`config.mk`:
```
export PLATFORM = sky130hd
export DESIGN_NAME = utf8_codepoint_decoder_top
export DESIGN_NICKNAME = d
export VERILOG_FILES = /design/src/rtl/core/u8cd_pkg.sv /design/src/rtl/core/u8cd_front.sv /design/src/rtl/core/u8cd_job_queue.sv /design/src/rtl/core/u8cd_back.sv /design/src/rtl/core/utf8_codepoint_decoder_top.sv
export SDC_FILE = /design/constraint.sdc
export NUM_CORES = 1
export LEC_CHECK = 0
export ABC_AREA = 1
export BUFFER_PORTS_ARGS = -buffer_cell sky130_fd_sc_hd__buf_2
export CELL_PAD_IN_SITES_DETAIL_PLACEMENT = 2
export CELL_PAD_IN_SITES_GLOBAL_PLACEMENT = 2
export CORE_MARGIN = 2
export CORE_UTILIZATION = 44
export DETAILED_ROUTE_END_ITERATION = 12
export PLACE_DENSITY = 0.81
export SYNTH_ARGS = -nofsm -noshare
export SYNTH_HDL_FRONTEND = slang
export SYNTH_SLANG_ARGS = --single-unit
export TNS_END_PERCENT = 30
```
`constraint.sdc`:
```
create_clock -name clk -period 6 [get_ports clk]
set_clock_uncertainty 0.1 [all_clocks]
set_input_delay 1.2 -clock clk [delete_from_list [all_inputs] [get_ports clk]]
set_output_delay 1.2 -clock clk [all_outputs]
set_load 0.01 [all_outputs]
```
`src/rtl/core/u8cd_pkg.sv`:
```
// ----------------------------------------------------------------------------
// u8cd_pkg: shared types and constants of the UTF-8 codepoint decoder
// Holds the codepoint width, the byte masks, the replacement codepoint and
// the job record that passes from the front end to the back end.
// ----------------------------------------------------------------------------
package u8cd_pkg;

    localparam int CP_W        = 21;
    localparam int BYTE_W      = 8;
    localparam int SEQ_W       = 3;
    localparam int REP_W       = 2;
    localparam int QUEUE_DEPTH = 4;

    localparam logic [CP_W-1:0] REPLACEMENT_CP = CP_W'(63);

    // Lead byte patterns and their payload masks.
    localparam logic [BYTE_W-1:0] LEAD2_MASK = 8'hE0;
    localparam logic [BYTE_W-1:0] LEAD2_CODE = 8'hC0;
    localparam logic [BYTE_W-1:0] LEAD3_MASK = 8'hF0;
    localparam logic [BYTE_W-1:0] LEAD3_CODE = 8'hE0;
    localparam logic [BYTE_W-1:0] LEAD4_MASK = 8'hF8;
    localparam logic [BYTE_W-1:0] LEAD4_CODE = 8'hF0;
    localparam logic [BYTE_W-1:0] CONT_MASK  = 8'hC0;
    localparam logic [BYTE_W-1:0] CONT_CODE  = 8'h80;

    localparam logic [SEQ_W-1:0] SEQ_IDLE = 3'd0;
    localparam logic [SEQ_W-1:0] SEQ_TWO  = 3'd2;
    localparam logic [SEQ_W-1:0] SEQ_THREE = 3'd3;
    localparam logic [SEQ_W-1:0] SEQ_FOUR = 3'd4;

    // One job: a number of replacement results followed by an optional
    // final codepoint. A queued job always yields at least one result.
    typedef struct packed {
        logic [REP_W-1:0] rep_count;
        logic             has_final;
        logic [CP_W-1:0]  final_cp;
    } job_t;

endpackage

```
`src/rtl/core/u8cd_front.sv`:
```
// ----------------------------------------------------------------------------
// u8cd_front: byte classifier and sequence tracker
// Takes one text byte per beat, tracks the pending multi-byte sequence and
// turns each byte into a job for the back end, or into nothing.
// ----------------------------------------------------------------------------
module u8cd_front
    import u8cd_pkg::*;
(
    input  logic              clk,
    input  logic              rst_n,
    input  logic              take,
    input  logic [BYTE_W-1:0] text_byte,
    output logic              job_push,
    output job_t              job
);

    logic [SEQ_W-1:0] seq_reg,   seq_next;
    logic [SEQ_W-1:0] taken_reg, taken_next;
    logic [CP_W-1:0]  part_reg,  part_next;

    logic             pending;
    logic             is_cont;
    logic [CP_W-1:0]  appended;
    logic [SEQ_W-1:0] taken_inc;
    logic [REP_W-1:0] flush_count;

    assign pending   = (seq_reg != SEQ_IDLE);
    assign is_cont   = ((text_byte & CONT_MASK) == CONT_CODE);
    assign appended  = {part_reg[CP_W-7:0], text_byte[5:0]};
    assign taken_inc = taken_reg + SEQ_W'(1);

    always_comb
    begin
        priority if (taken_reg > SEQ_W'(3))
            flush_count = REP_W'(3);
        else if (taken_reg < SEQ_W'(1))
            flush_count = REP_W'(1);
        else
            flush_count = taken_reg[REP_W-1:0];
    end

    always_comb
    begin
        seq_next       = seq_reg;
        taken_next     = taken_reg;
        part_next      = part_reg;
        job.rep_count  = '0;
        job.has_final  = 1'b0;
        job.final_cp   = REPLACEMENT_CP;

        if (pending && is_cont)
        begin
            if (taken_inc >= seq_reg)
            begin
                job.has_final = 1'b1;
                job.final_cp  = appended;
                seq_next      = SEQ_IDLE;
                taken_next    = '0;
                part_next     = '0;
            end
            else
            begin
                taken_next = taken_inc;
                part_next  = appended;
            end
        end
        else
        begin
            // A broken sequence gives one replacement per byte swallowed,
            // then the new byte is decoded from idle.
            if (pending)
                job.rep_count = flush_count;
            seq_next   = SEQ_IDLE;
            taken_next = '0;
            part_next  = '0;

            priority if (text_byte == '0)
            begin
                job.has_final = 1'b0;
            end
            else if (!text_byte[BYTE_W-1])
            begin
                job.has_final = 1'b1;
                job.final_cp  = CP_W'(text_byte);
            end
            else if ((text_byte & LEAD2_MASK) == LEAD2_CODE)
            begin
                seq_next   = SEQ_TWO;
                taken_next = SEQ_W'(1);
                part_next  = CP_W'(text_byte[4:0]);
            end
            else if ((text_byte & LEAD3_MASK) == LEAD3_CODE)
            begin
                seq_next   = SEQ_THREE;
                taken_next = SEQ_W'(1);
                part_next  = CP_W'(text_byte[3:0]);
            end
            else if ((text_byte & LEAD4_MASK) == LEAD4_CODE)
            begin
                seq_next   = SEQ_FOUR;
                taken_next = SEQ_W'(1);
                part_next  = CP_W'(text_byte[2:0]);
            end
            else
            begin
                job.has_final = 1'b1;
                job.final_cp  = REPLACEMENT_CP;
            end
        end
    end

    assign job_push = take && ((job.rep_count != '0) || job.has_final);

    always_ff @(posedge clk or negedge rst_n)
    begin
        if (!rst_n)
        begin
            seq_reg   <= SEQ_IDLE;
            taken_reg <= '0;
            part_reg  <= '0;
        end
        else if (take)
        begin
            seq_reg   <= seq_next;
            taken_reg <= taken_next;
            part_reg  <= part_next;
        end
    end

`ifndef SYNTHESIS
    a_pending_count: assert property (@(posedge clk) disable iff (!rst_n)
        (seq_reg != SEQ_IDLE) |-> (taken_reg >= SEQ_W'(1) && taken_reg < seq_reg))
        else $error("pending sequence with inconsistent byte count");
    a_idle_clear: assert property (@(posedge clk) disable iff (!rst_n)
        (seq_reg == SEQ_IDLE) |-> (taken_reg == '0))
        else $error("idle tracker holds a byte count");
`endif

endmodule

```
`src/rtl/core/u8cd_job_queue.sv`:
```
// ----------------------------------------------------------------------------
// u8cd_job_queue: short job queue between front end and back end
// A small flop-based FIFO that lets the classifier run ahead while the
// expander works through multi-result jobs.
// ----------------------------------------------------------------------------
module u8cd_job_queue
    import u8cd_pkg::*;
(
    input  logic clk,
    input  logic rst_n,
    input  logic wr_en,
    input  job_t wr_job,
    output logic full,
    input  logic rd_en,
    output logic head_valid,
    output job_t head_job
);

    localparam int PTR_W = $clog2(QUEUE_DEPTH);
    localparam int CNT_W = $clog2(QUEUE_DEPTH + 1);

    job_t             entry_reg [QUEUE_DEPTH];
    logic [PTR_W-1:0] wr_ptr_reg, rd_ptr_reg;
    logic [CNT_W-1:0] count_reg;
    logic             do_wr, do_rd;

    assign full       = (count_reg == CNT_W'(QUEUE_DEPTH));
    assign head_valid = (count_reg != '0);
    assign head_job   = entry_reg[rd_ptr_reg];
    assign do_wr      = wr_en && !full;
    assign do_rd      = rd_en && head_valid;

    always_ff @(posedge clk)
    begin
        if (do_wr)
            entry_reg[wr_ptr_reg] <= wr_job;
    end

    always_ff @(posedge clk or negedge rst_n)
    begin
        if (!rst_n)
        begin
            wr_ptr_reg <= '0;
            rd_ptr_reg <= '0;
            count_reg  <= '0;
        end
        else
        begin
            if (do_wr)
                wr_ptr_reg <= wr_ptr_reg + PTR_W'(1);
            if (do_rd)
                rd_ptr_reg <= rd_ptr_reg + PTR_W'(1);
            if (do_wr && !do_rd)
                count_reg <= count_reg + CNT_W'(1);
            else if (do_rd && !do_wr)
                count_reg <= count_reg - CNT_W'(1);
        end
    end

`ifndef SYNTHESIS
    a_count_bound: assert property (@(posedge clk) disable iff (!rst_n)
        count_reg <= CNT_W'(QUEUE_DEPTH))
        else $error("job queue count beyond depth");
`endif

endmodule

```
`src/rtl/core/u8cd_back.sv`:
```
// ----------------------------------------------------------------------------
// u8cd_back: job expander and result register
// Walks the head job one result per cycle while the result register is free
// or popped, and drives the result register that the consumer pops.
// ----------------------------------------------------------------------------
module u8cd_back
    import u8cd_pkg::*;
(
    input  logic            clk,
    input  logic            rst_n,
    input  logic            head_valid,
    input  job_t            head_job,
    output logic            head_done,
    output logic            empty,
    input  logic            pop,
    output logic [CP_W-1:0] codepoint,
    output logic            run_last
);

    logic [REP_W-1:0] idx_reg;
    logic             out_valid_reg;
    logic [CP_W-1:0]  cp_reg;
    logic             last_reg;

    logic             advance;
    logic [SEQ_W-1:0] total;
    logic             is_last;
    logic [CP_W-1:0]  cp_sel;

    assign total   = SEQ_W'(head_job.rep_count) + SEQ_W'(head_job.has_final);
    assign is_last = ((SEQ_W'(idx_reg) + SEQ_W'(1)) == total);
    assign cp_sel  = (idx_reg < head_job.rep_count) ? REPLACEMENT_CP : head_job.final_cp;

    // The result register loads the head job's next beat when free or popped.
    assign advance   = head_valid && (!out_valid_reg || pop);
    assign head_done = advance && is_last;

    always_ff @(posedge clk)
    begin
        if (advance)
        begin
            cp_reg   <= cp_sel;
            last_reg <= is_last;
        end
    end

    always_ff @(posedge clk or negedge rst_n)
    begin
        if (!rst_n)
        begin
            idx_reg       <= '0;
            out_valid_reg <= 1'b0;
        end
        else
        begin
            if (advance)
                out_valid_reg <= 1'b1;
            else if (pop)
                out_valid_reg <= 1'b0;
            if (advance)
                idx_reg <= is_last ? '0 : idx_reg + REP_W'(1);
        end
    end

    assign empty     = !out_valid_reg;
    assign codepoint = cp_reg;
    assign run_last  = last_reg;

`ifndef SYNTHESIS
    a_idx_in_job: assert property (@(posedge clk) disable iff (!rst_n)
        head_valid |-> (SEQ_W'(idx_reg) < total))
        else $error("result index beyond the head job");
    a_idx_idle: assert property (@(posedge clk) disable iff (!rst_n)
        !head_valid |-> (idx_reg == '0))
        else $error("result index left over with no job");
`endif

endmodule

```
`src/rtl/core/utf8_codepoint_decoder_top.sv`:
```
// ----------------------------------------------------------------------------
// utf8_codepoint_decoder_top: streaming UTF-8 to codepoint decoder
// Input side: push/full with text_byte, one byte per beat.
// Output side: empty/pop with codepoint and run_last, one result per beat.
// Each byte gives zero to four results; run_last marks the last one of a
// byte. Malformed input gives '?' once for each byte swallowed. A zero
// byte ends the string: it flushes any open sequence and gives no result of its own.
// A byte's first result passes through the job queue and then the result
// register before it reaches the ports.
// Throughput: one byte per cycle while each byte gives at most one result
// and the receiver pops; the back end expands one result per cycle, and a
// four-entry job queue absorbs the bursts of bytes with more results.
// When the receiver stalls the result register holds, the queue fills and
// full rises; no result is lost or repeated.
// Reset clears the sequence tracker, the job queue and the result register.
// ----------------------------------------------------------------------------
module utf8_codepoint_decoder_top
    import u8cd_pkg::*;
(
    input  logic              clk,
    input  logic              rst_n,
    input  logic              push,
    output logic              full,
    input  logic [BYTE_W-1:0] text_byte,
    output logic              empty,
    input  logic              pop,
    output logic [CP_W-1:0]   codepoint,
    output logic              run_last
);

    logic take;
    logic job_push;
    job_t job;
    logic head_valid;
    job_t head_job;
    logic head_done;

    assign take = push && !full;

    u8cd_front u_front (
        .clk       (clk),
        .rst_n     (rst_n),
        .take      (take),
        .text_byte (text_byte),
        .job_push  (job_push),
        .job       (job)
    );

    u8cd_job_queue u_queue (
        .clk        (clk),
        .rst_n      (rst_n),
        .wr_en      (job_push),
        .wr_job     (job),
        .full       (full),
        .rd_en      (head_done),
        .head_valid (head_valid),
        .head_job   (head_job)
    );

    u8cd_back u_back (
        .clk        (clk),
        .rst_n      (rst_n),
        .head_valid (head_valid),
        .head_job   (head_job),
        .head_done  (head_done),
        .empty      (empty),
        .pop        (pop),
        .codepoint  (codepoint),
        .run_last   (run_last)
    );

endmodule

```
==> metrics.md, run 1 <==
| Metric | Value |
|---|---|
| Die height | 124 µm |
| Fin cells | 790 |
| Top cell type's share of synthesized area | 56.2% |
| Final setup TNS | 0 ns |
| ANT nets after route | 0 |
| Die width | 124 µm |
| Clk buf depth | 2 |
| Startpoint Class | flip-flop |
| Pre-CTS WS | 2.29 ns |
| TritonCTS Buffers | 17 |
| Worst hold slack | 0.392 ns |
| Max reg flops | 96 |
| Mean area per synthesized cell | 11.3 µm² |
| Antenna violations before repair | 0 |
| Post-Route Utilization | 52.2% |
| Number of setup buffers added after CTS | 0 |
| Antenna diode count | 0 |
| Count of cell types in the netlist | 33 |
| Vias in the first global route | 5084 |
| Crit Path Class | reg -> reg |
| TritonCTS clock tree | done |
| Worst Path Required | 6.19 ns |
| Skew-Pair Late Insertion Delay | 0.42 ns |
| Data arrival, critical path | 4.09 ns |
| RSZ-0062 raised after global routing | no |
| Pin count of the biggest net entering global routing | 51 |
| Initial cell density of the core | 45.3% |
| Post_cts resized | 0 |
| Ratio of cells with drive above 1 in the final layout | 16.6% |
| Root buf cell | clkbuf_16 |
| Yosys warns | 0 |
| # DRC | 0 |
| Final Hold Viols | 0 |
| Via density per instance | 5.53 |
| Htree depth | 4 |
| Fin crit share | 65.0% |
| Final WS setup | 2.10 ns |
| Critical path capture point type | flip-flop |
| Delay-heaviest family, CP | adder cells |
| Synthesized Nets | 586 |
| DRT iter0 DRCs | 298 |
| Most frequent cell on the critical path | ha_1 |
| Total clock sinks | 149 |
| Fmax | 0.257 GHz |
| Pins Over Slew Limit | 0 |
| Remaining Overflow, GRT | 0 |
| Worst Max-Slew Pin Slew | 1.08 ns |
| Power, Total | 4.13 mW |
| Count of input and output buffers | 35 |
| Top cells by area, synth | edfxtp_1 56%, dfrtp_1 12%, nor2_1 6.6% |
| Post-route cell area | 7280 µm² |
| Hpwl dp | 11700 µm |
| Placer Congestion | 0.765 |
| Vias | 4365 |
| Hold-fix buffers at CTS | 0 |
| Area grow syn2layout | 15.3% |
| Layout Nets | 624 |
| Die area | 15300 µm² |
| Worst path slowest cell | clkinv_2 |
| # setup viols final | 0 |
| Total of max-cap violations | 0 |
| Drt total wl | 19300 µm |
| Most common cell after layout, fill and taps aside | edfxtp_1 |
| Status | complete, no violations |
| WP buf/inv | 3 |
| Yosys reg bits | 149 |
| Total GRT Usage | 27.3% |
| Clk slew on worst S/H paths | 0.06 ns |
| First-pass GRT wire length | 30000 µm |
| Core footprint | 13900 µm² |
| DR WL/cell | 24.4 µm |
| Clock period minus worst slack | 3.90 ns |
| Post-synthesis instance area | 6310 µm² |
| Synth Instances | 559 |
| CP peak stage delay | 0.54 ns |
| Leakage | 2.90 nW |
| Most frequent cells in the layout | 118 x edfxtp_1, 107 x nor2_1, 75 x nand2_1 |
| Register area share after synthesis | 68.5% |
| Critical Path Fanout Max | 48 |
| I/O Pins | 36 |
| Relative slew margins | 27.8% |
| Placed cell count | 758 |
| Largest area contributor in the netlist | edfxtp_1 |
| HP Class | reg -> reg |
| CP cell instances | clkinv_2 > nand2_2 > nand3_2 > and2_1 > ha_1 > ha_1 > xnor2_1 > nand3_1 > nor2_1 > inv_1 > ha_1 > inv_1 > fa_1 > a21oi_1 > o21ai_0 > xor2_1 |
| Max IR drop VDD | 0.253 mV |
| Placed cell area | 6650 µm² |
| Row count | 43 |
| PwrDens | 567 nW/µm² |
| Initial DRT Pass Iterations | 5 |
-- cells by family (layout without fill, tap and decap cells) --
kind of cell	count (synthesis)	count (layout)	synth area share (%)
compound gates	95	95	8.11
buf+inv	68	119	4.64
xor+xnor	7	7	0.972
simple gates	225	225	14.7
fa+ha+maj	15	15	3.09
flops	149	149	68.5
-- worst paths after layout --
check,from,endpoint,slack (ns),cells after the start
max,u_queue.rd_ptr_reg[0],u_queue.count_reg[2],2.10,16
min,u_front.part_reg[12],u_front.part_reg[12],0.39,2
max reg2reg,u_queue.rd_ptr_reg[0],u_queue.count_reg[2],2.10,16
min reg2reg,u_front.part_reg[12],u_front.part_reg[12],0.39,2
max in group asynchronous,rst_n,u_front.part_reg[11],4.56,1
min in group asynchronous,rst_n,u_back.idx_reg[0],0.75,1
-- worst min-delay path, stage by stage, from the launching register on --
cell     delay [ns]
dfrtp_1        0.35
nand2_1        0.06
nand2_1        0.06
-- layer usage --
layer	share of wire, %	track usage [%]	routed length [µm]	up-vias
met2	53	48.4	10300	111
met4	2.0	10.1	379	0
met3	3.4	4.95	659	31
li1	-	-	-	1971
met5	0	0	0	-
met1	41	33.4	7980	2252
-- cell usage after synthesis, drive strengths merged --
library cell,instances
a21oi,26
a31oi,1
a32oi,1
and2,1
buf,13
clkbuf,10
clkinv,2
dfrtp,31
edfxtp,118
fa,1
ha,14
inv,43
nand2,81
nand3,26
nand3b,2
nor2,113
nor3,2
o21a,1
o21ai,61
o22ai,5
xnor2,3
xor2,4
-- layout make-up --
cell class	instances	area [µm²]
flip-flops and latches	149	4320
fillers	1370	6660
multi-input cells	342	1710
repair buffers	42	228
inverters	45	170
clock inverters	15	203
clock buffers	17	425
well taps	180	225
-- power by group --
part	internal (mW)	switching (mW)
logic	0.407	1.03
registers	1.44	0.110
clock network	0.700	0.448
total	2.55	1.58
(Power assumes the default switching activity.)
==> inputs of run 2 (changes only) <==
--- a/config.mk
+++ b/config.mk
@@ -10,9 +10,9 @@
 export CELL_PAD_IN_SITES_DETAIL_PLACEMENT = 2
 export CELL_PAD_IN_SITES_GLOBAL_PLACEMENT = 2
 export CORE_MARGIN = 2
-export CORE_UTILIZATION = 44
+export CORE_UTILIZATION = 41
 export DETAILED_ROUTE_END_ITERATION = 12
-export PLACE_DENSITY = 0.81
+export PLACE_DENSITY = 0.76
 export SYNTH_ARGS = -nofsm -noshare
 export SYNTH_HDL_FRONTEND = slang
 export SYNTH_SLANG_ARGS = --single-unit
==> constraint.sdc (replaced) <==
create_clock -name clk -period 3.75 [get_ports clk]
set_clock_uncertainty 0.1 [all_clocks]
set_input_delay 0.75 -clock clk [delete_from_list [all_inputs] [get_ports clk]]
set_output_delay 0.75 -clock clk [all_outputs]
set_load 0.01 [all_outputs]
==> run 2 against run 1 <==
Compared with the run above: final cell count up 1.6%; flip-flop and latch count unchanged; first-iteration DRC count down 29%; register-to-register slack worse by 1.7 ns; non-clock buffer count up 5; worst setup slack worse by 1.7 ns; power up 59%; maximum frequency up 16%; utilization down 3.8 points; global-route usage down 4.5 points; die area up 7.1%; critical endpoint unchanged.
==> metrics.md, run 2 (synthesis results as in run 1) <==
| Metric | Value |
|---|---|
| Status | complete, no violations |
| Vias | 4281 (-1.9%) |
| I/O Pins | 36 (unchanged) |
| Hpwl dp | 10900 µm (-6.7%) |
| Total of max-cap violations | 0 (unchanged) |
| Final Hold Viols | 0 (unchanged) |
| Total GRT Usage | 22.8% (-4.5 points) |
| Pre-CTS WS | 0.458 ns (-1.84 ns) |
| TritonCTS Buffers | 17 (unchanged) |
| Pin count of the biggest net entering global routing | 43 (-16%) |
| Crit Path Class | reg -> reg |
| Placed cell area | 6700 µm² (+0.71%) |
| Htree depth | 4 (unchanged) |
| Fillcell total | 1560 (+14%) |
| Max reg flops | 96 (unchanged) |
| # setup viols final | 0 (unchanged) |
| Critical Path Fanout Max | 18 (-63%) |
| Data arrival, critical path | 3.56 ns (-0.53 ns) |
| Die width | 128 µm (+3.5%) |
| Area grow syn2layout | 16.3% |
| Vias in the first global route | 4822 (-5.2%) |
| Placer Congestion | 0.821 (+7.4%) |
| R2R Path End | u_queue.count_reg[2] |
| Die height | 128 µm (+3.5%) |
| DR WL/cell | 21.6 µm (-12%) |
| R2R cell count | 16 (unchanged) |
| PwrDens | 896 nW/µm² (+58%) |
| Total clock sinks | 149 (unchanged) |
| Final WS setup | 0.394 ns (-1.71 ns) |
| Final setup TNS | 0 ns (unchanged) |
| Via density per instance | 5.33 (-3.5%) |
| First-pass GRT wire length | 27400 µm (-8.7%) |
| DRT iter0 DRCs | 211 (-29%) |
| Worst Path Required | 3.95 ns (-2.24 ns) |
| TritonCTS clock tree | done |
| Startpoint Class | flip-flop |
| Number of setup buffers added after CTS | 0 (unchanged) |
| Remaining Overflow, GRT | 0 (unchanged) |
| Post_cts resized | 0 (unchanged) |
| Antenna diode count | 0 (unchanged) |
| Max IR drop VDD | 0.373 mV (+47%) |
| Pins Over Slew Limit | 0 (unchanged) |
| Clk buf depth | 2 (unchanged) |
| Clock period minus worst slack | 3.36 ns (-0.542 ns) |
| Layout Nets | 629 (+0.80%) |
| Drt total wl | 17300 µm (-10%) |
| Die area | 16400 µm² (+7.1%) |
| Skew-Pair Late Insertion Delay | 0.43 ns (about the same) |
| Row count | 45 (+4.7%) |
| Core footprint | 15100 µm² (+8.7%) |
| Worst Max-Slew Pin Slew | 1.07 ns (-0.00784 ns) |
| Most common cell after layout, fill and taps aside | edfxtp_1 |
| Hold-fix buffers at CTS | 0 (unchanged) |
| Count of input and output buffers | 35 (unchanged) |
| Clk slew on worst S/H paths | 0.06 ns (about the same) |
| Initial DRT Pass Iterations | 4 (-1) |
| Antenna violations before repair | 0 (unchanged) |
| Ratio of cells with drive above 1 in the final layout | 17.1% (+0.52 points) |
| Leakage | 2.93 nW (+1.2%) |
| HP Class | in -> async |
| Root buf cell | clkbuf_16 |
| Initial cell density of the core | 41.7% (-3.6 points) |
| Relative slew margins | 28.3% (+0.52 points) |
| Critical path capture point type | flip-flop |
| Most frequent cells in the layout | 118 x edfxtp_1, 107 x nor2_1, 75 x nand2_1 |
| ANT nets after route | 0 (unchanged) |
| Post-route cell area | 7340 µm² (+0.79%) |
| Fin crit share | 89.5% (+25 points) |
| FF-to-FF Start | u_queue.rd_ptr_reg[0] |
| R2R Setup Slk | 0.39 ns (-1.71 ns) |
| Post-Route Utilization | 48.4% (-3.8 points) |
| Fmax | 0.298 GHz (+16%) |
| RSZ-0062 raised after global routing | no |
| # DRC | 0 (unchanged) |
run 2: cell count changes in the layout (fill, tap and decap cells not counted):
cell | before | now
clkinvlp_4 | 1 | 0
bufinv_16 | 4 | 5
inv_6 | 3 | 0
clkinv_2 | 3 | 5
buf_4 | 7 | 12
clkbuf_1 | 0 | 1
run 2: worst max path at each step:
stage	startpoint	end	slack, ns	cells past startpoint
finish	u_queue.rd_ptr_reg[0]	u_queue.count_reg[2]	0.39	16
global route	u_queue.rd_ptr_reg[0]	u_queue.count_reg[1]	0.20	15
CTS	u_queue.rd_ptr_reg[0]	u_queue.count_reg[2]	0.38	16
detailed placement	u_queue.rd_ptr_reg[0]	u_queue.count_reg[1]	0.46	15
global placement	u_front.taken_reg[0]	u_queue.count_reg[2]	0.69	16
floorplan	u_front.taken_reg[0]	u_queue.entry_reg[0][0]	0.43	10
run 2: power breakdown:
part	switching [mW]	internal [mW]	leakage (nW)
Combinational	1.58	0.684	1.10
Sequential	0.158	2.30	1.52
Clock	0.682	1.18	0.315
Total	2.42	4.16	2.93
run 2: worst max-delay path: stages (launching register included):
cell	delay, ns
dfrtp_1	0.42
buf_4	0.22
nand2_1	0.11
nand3_2	0.09
and2_1	0.17
ha_1	0.21
ha_1	0.29
xnor2_1	0.13
nand3_1	0.16
nor2_1	0.11
inv_1	0.11
ha_1	0.17
inv_1	0.08
fa_1	0.39
a21oi_1	0.16
o21ai_0	0.14
xor2_1	0.16
run 2: layer usage:
layer / vias to the layer above / wire length, µm / global-route usage, %
li1: 1978 / - / -
met1: 2231 / 7580 / 28.4
met2: 58 / 9120 / 41.0
met3: 14 / 431 / 4.26
met4: 0 / 179 / 6.01
met5: - / 0 / 0
run 2: stage by stage:
step	total power, mW	hold WS (ns)	instances
finish	6.58	0.289	803
floorplan	3.93	0.349	559
global placement	4.54	0.364	771
detailed placement	4.73	0.374	771
CTS	6.67	0.304	803
global route	6.98	0.329	803
run 2: final cells by class:
| type | instances | area, µm² | share of cell area (%) |
|---|---|---|---|
| multi-input combinational | 342 | 1710 | 23.3 |
| clock inverter | 14 | 209 | 2.85 |
| tap | 188 | 235 | 3.21 |
| inverter | 45 | 170 | 2.32 |
| sequential | 149 | 4320 | 58.9 |
| clock buffer | 18 | 429 | 5.85 |
| timing repair buffer | 47 | 265 | 3.62 |
==> inputs of run 3 (changes only) <==
--- a/config.mk
+++ b/config.mk
@@ -7,6 +7,7 @@
 export LEC_CHECK = 0
 export ABC_AREA = 1
 export BUFFER_PORTS_ARGS = -buffer_cell sky130_fd_sc_hd__buf_2
+export CAP_MARGIN = 10
 export CELL_PAD_IN_SITES_DETAIL_PLACEMENT = 2
 export CELL_PAD_IN_SITES_GLOBAL_PLACEMENT = 2
 export CORE_MARGIN = 2
==> constraint.sdc (replaced) <==
create_clock -name clk -period 3.75 [get_ports clk]
set_clock_uncertainty 0.1 [all_clocks]
set_input_delay 0.1875 -clock clk [delete_from_list [all_inputs] [get_ports clk]]
set_output_delay 0.1875 -clock clk [all_outputs]
set_load 0.01 [all_outputs]
==> run 3 against run 2 <==
Compared with the run above: sequential power hardly changed; wire length is 3.2% higher; utilization is 0.17 points higher; critical path type unchanged.
==> metrics.md, run 3 (synthesis results as in run 1) <==
| Metric | Value |
|---|---|
| Status | complete, no violations |
| Gr busiest metal | met2 |
| PwrDens | 871 nW/µm² (-2.9%) |
| Placed cell area | 6690 µm² (-0.11%) |
| Count of input and output buffers | 35 (unchanged) |
| Cell internal pwr | 4.03 mW (-3.2%) |
| Initial cell density of the core | 41.7% (unchanged) |
| R2R Path End | u_queue.count_reg[1] |
| Placed cell count | 770 (-0.13%) |
| Critical path capture point type | flip-flop |
| DR WL/cell | 22.1 µm (+2.3%) |
| Delay-heaviest family, CP | adder cells |
| Placer Congestion | 0.805 (-2.0%) |
| Pre-CTS WS | 0.367 ns (-0.0910 ns) |
| Root buf cell | clkbuf_16 |
| Drt total wl | 17900 µm (+3.2%) |
| Area grow syn2layout | 16.7% |
| Data arrival, critical path | 3.55 ns (about the same) |
| Startpoint Class | flip-flop |
| Clk buf depth | 2 (unchanged) |
| Htree depth | 4 (unchanged) |
| Met1 Track Usage GR | 29.4% (+0.97 points) |
| Most common cell after layout, fill and taps aside | edfxtp_1 |
| TritonCTS Buffers | 17 (unchanged) |
| Comb pwr share | 34.8% (+0.4 points) |
| # DRC | 0 (unchanged) |
| Max IR drop VDD | 0.375 mV (+0.71%) |
| Worst path slowest cell | dfrtp_2 |
| Final WS setup | 0.394 ns (+0.000205 ns) |
| Vias | 4320 (+0.91%) |
| HP Class | in -> reg |
| Final Hold Viols | 0 (unchanged) |
| Hpwl dp | 11200 µm (+3.2%) |
| Number of setup buffers added after CTS | 0 (unchanged) |
| Crit Path Class | reg -> reg |
| Die area | 16400 µm² (unchanged) |
| Antenna diode count | 0 (unchanged) |
| Power share of the clock group | 26.5% (-1.7 points) |
| Core footprint | 15100 µm² (unchanged) |
| TritonCTS clock tree | done |
| Worst hold slack | 0.142 ns (-0.147 ns) |
| Most frequent cells in the layout | 118 x edfxtp_1, 107 x nor2_1, 75 x nand2_1 |
| Switch Pwr | 2.38 mW (-1.3%) |
| Fin cells | 810 (+0.87%) |
| Total of max-cap violations | 0 (unchanged) |
| Switching share of total power | 37.2% (+0.45 points) |
| Skew-Pair Late Insertion Delay | 0.43 ns (about the same) |
| Vias in the first global route | 4883 (+1.3%) |
| Final setup TNS | 0 ns (unchanged) |
| Total clock sinks | 149 (unchanged) |
| Ratio of cells with drive above 1 in the final layout | 16.7% (-0.35 points) |
| Leakage | 2.93 nW (about the same) |
| Critical Path Fanout Max | 10 (-8) |
| # setup viols final | 0 (unchanged) |
| FF-to-FF Start | u_queue.rd_ptr_reg[0] |
| R2R Setup Slk | 0.39 ns (about the same) |
| Die width | 128 µm (unchanged) |
| Post-Route Utilization | 48.6% (+0.17 points) |
| WHS Path Cells | 5 |
| Pins Over Slew Limit | 0 (unchanged) |
| Relative slew margins | 20.8% (-7.5 points) |
| RSZ-0062 raised after global routing | no |
| Fmax | 0.298 GHz (about the same) |
| Clk slew on worst S/H paths | 0.06 ns (about the same) |
| Met3 Resource Use GR | 4.30% (+0.042 points) |
| Fin crit share | 89.5% (about the same) |
| Power, Total | 6.41 mW (-2.5%) |
| Flop pwr share | 38.7% (+1.3 points) |
| R2R cell count | 14 (-2) |
| Total GRT Usage | 23.5% (+0.69 points) |
| Post-route cell area | 7360 µm² (+0.36%) |
| First-pass GRT wire length | 28200 µm (+3.1%) |
| Min-delay src | text_byte[6] |
| Die height | 128 µm (unchanged) |
| CP peak stage delay | 0.47 ns (+0.05 ns) |
| Layout Nets | 636 (+1.1%) |
| I/O Pins | 36 (unchanged) |
| CP cell instances | clkinv_2 > o21ai_0 > o22ai_1 > ha_1 > ha_1 > xnor2_1 > nand3_1 > nor2_1 > inv_1 > ha_1 > inv_1 > fa_1 > nor2_1 > a21oi_1 |
| WP buf/inv | 3 (unchanged) |
| Most frequent cell on the critical path | ha_1 |
| DRT iter0 DRCs | 273 (+29%) |
| ANT nets after route | 0 (unchanged) |
| Worst Max-Slew Pin Slew | 1.19 ns (+0.112 ns) |
| Worst Hold End | u_front.seq_reg[2] |
| Initial DRT Pass Iterations | 4 (unchanged) |
| Antenna violations before repair | 0 (unchanged) |
| Critical path depth | 14 (-2) |
| Clock period minus worst slack | 3.36 ns (-0.000205 ns) |
| Row count | 45 (unchanged) |
| Fillcell total | 1500 (-3.8%) |
| Worst Path Required | 3.94 ns (about the same) |
| Via density per instance | 5.33 (about the same) |
| Max reg flops | 96 (unchanged) |
| Grt met2 use | 41.8% (+0.79 points) |
| Remaining Overflow, GRT | 0 (unchanged) |
| Pin count of the biggest net entering global routing | 43 (unchanged) |
run 3: cell count changes in the layout (fill, tap and decap cells not counted), sizes merged:
| cell | before | now |
|---|---|---|
| buf | 47 | 46 |
| bufinv | 5 | 2 |
| clkbuf | 18 | 24 |
| clkinv | 11 | 6 |
| clkinvlp | 0 | 2 |
| dlygate4sd3 | 0 | 8 |
run 3: worst max path at each step:
stage | start | end | slack, ns
finish | u_queue.rd_ptr_reg[0] | u_queue.count_reg[1] | 0.39
global route | u_queue.rd_ptr_reg[0] | u_queue.count_reg[2] | 0.08
CTS | u_queue.rd_ptr_reg[0] | u_queue.count_reg[1] | 0.25
detailed placement | u_queue.rd_ptr_reg[0] | u_queue.count_reg[2] | 0.37
global placement | u_queue.rd_ptr_reg[0] | u_queue.count_reg[2] | 0.65
floorplan | u_front.taken_reg[0] | u_queue.entry_reg[0][0] | 0.43
run 3: what timing repair did:
action                                  4_1_cts  5_1_grt
endpoints found under the setup margin        0        2
resized for setup                             0        1
hold endpoints to repair                     39        0
hold buffers                                  8        0
run 3: final cells by class:
| class | count | area (µm²) | share of cell area [%] |
|---|---|---|---|
| flip-flops and latches | 149 | 4320 | 58.7 |
| clock inverters | 8 | 98.8 | 1.34 |
| repair buffers | 54 | 338 | 4.59 |
| inverters | 45 | 170 | 2.31 |
| well taps | 188 | 235 | 3.20 |
| clock buffers | 24 | 492 | 6.68 |
| multi-input cells | 342 | 1710 | 23.2 |
run 3: metal layers:
metal | part of all wire (%) | vias up
li1 | - | 1995
met1 | 43 | 2223
met2 | 53 | 86
met3 | 2.8 | 16
met4 | 1.2 | 0
met5 | 0 | -
run 3: power by group through the flow:
stage / combinational (mW) / sequential [mW] / clock [mW]
global route: 2.51 / 2.52 / 1.78
detailed placement: 2.21 / 2.51 / 0
CTS: 2.28 / 2.48 / 1.73
floorplan: 1.43 / 2.51 / 0
global placement: 2.04 / 2.47 / 0
finish: 2.23 / 2.48 / 1.70
run 3: tightest hold or removal path, delay by kind of cell:
kind                   cells  cell delay [ns]
AND/OR/NAND/NOR            3             0.25
buffers and inverters      1             0.13
AO/OA/AOI/OAI              1             0.05
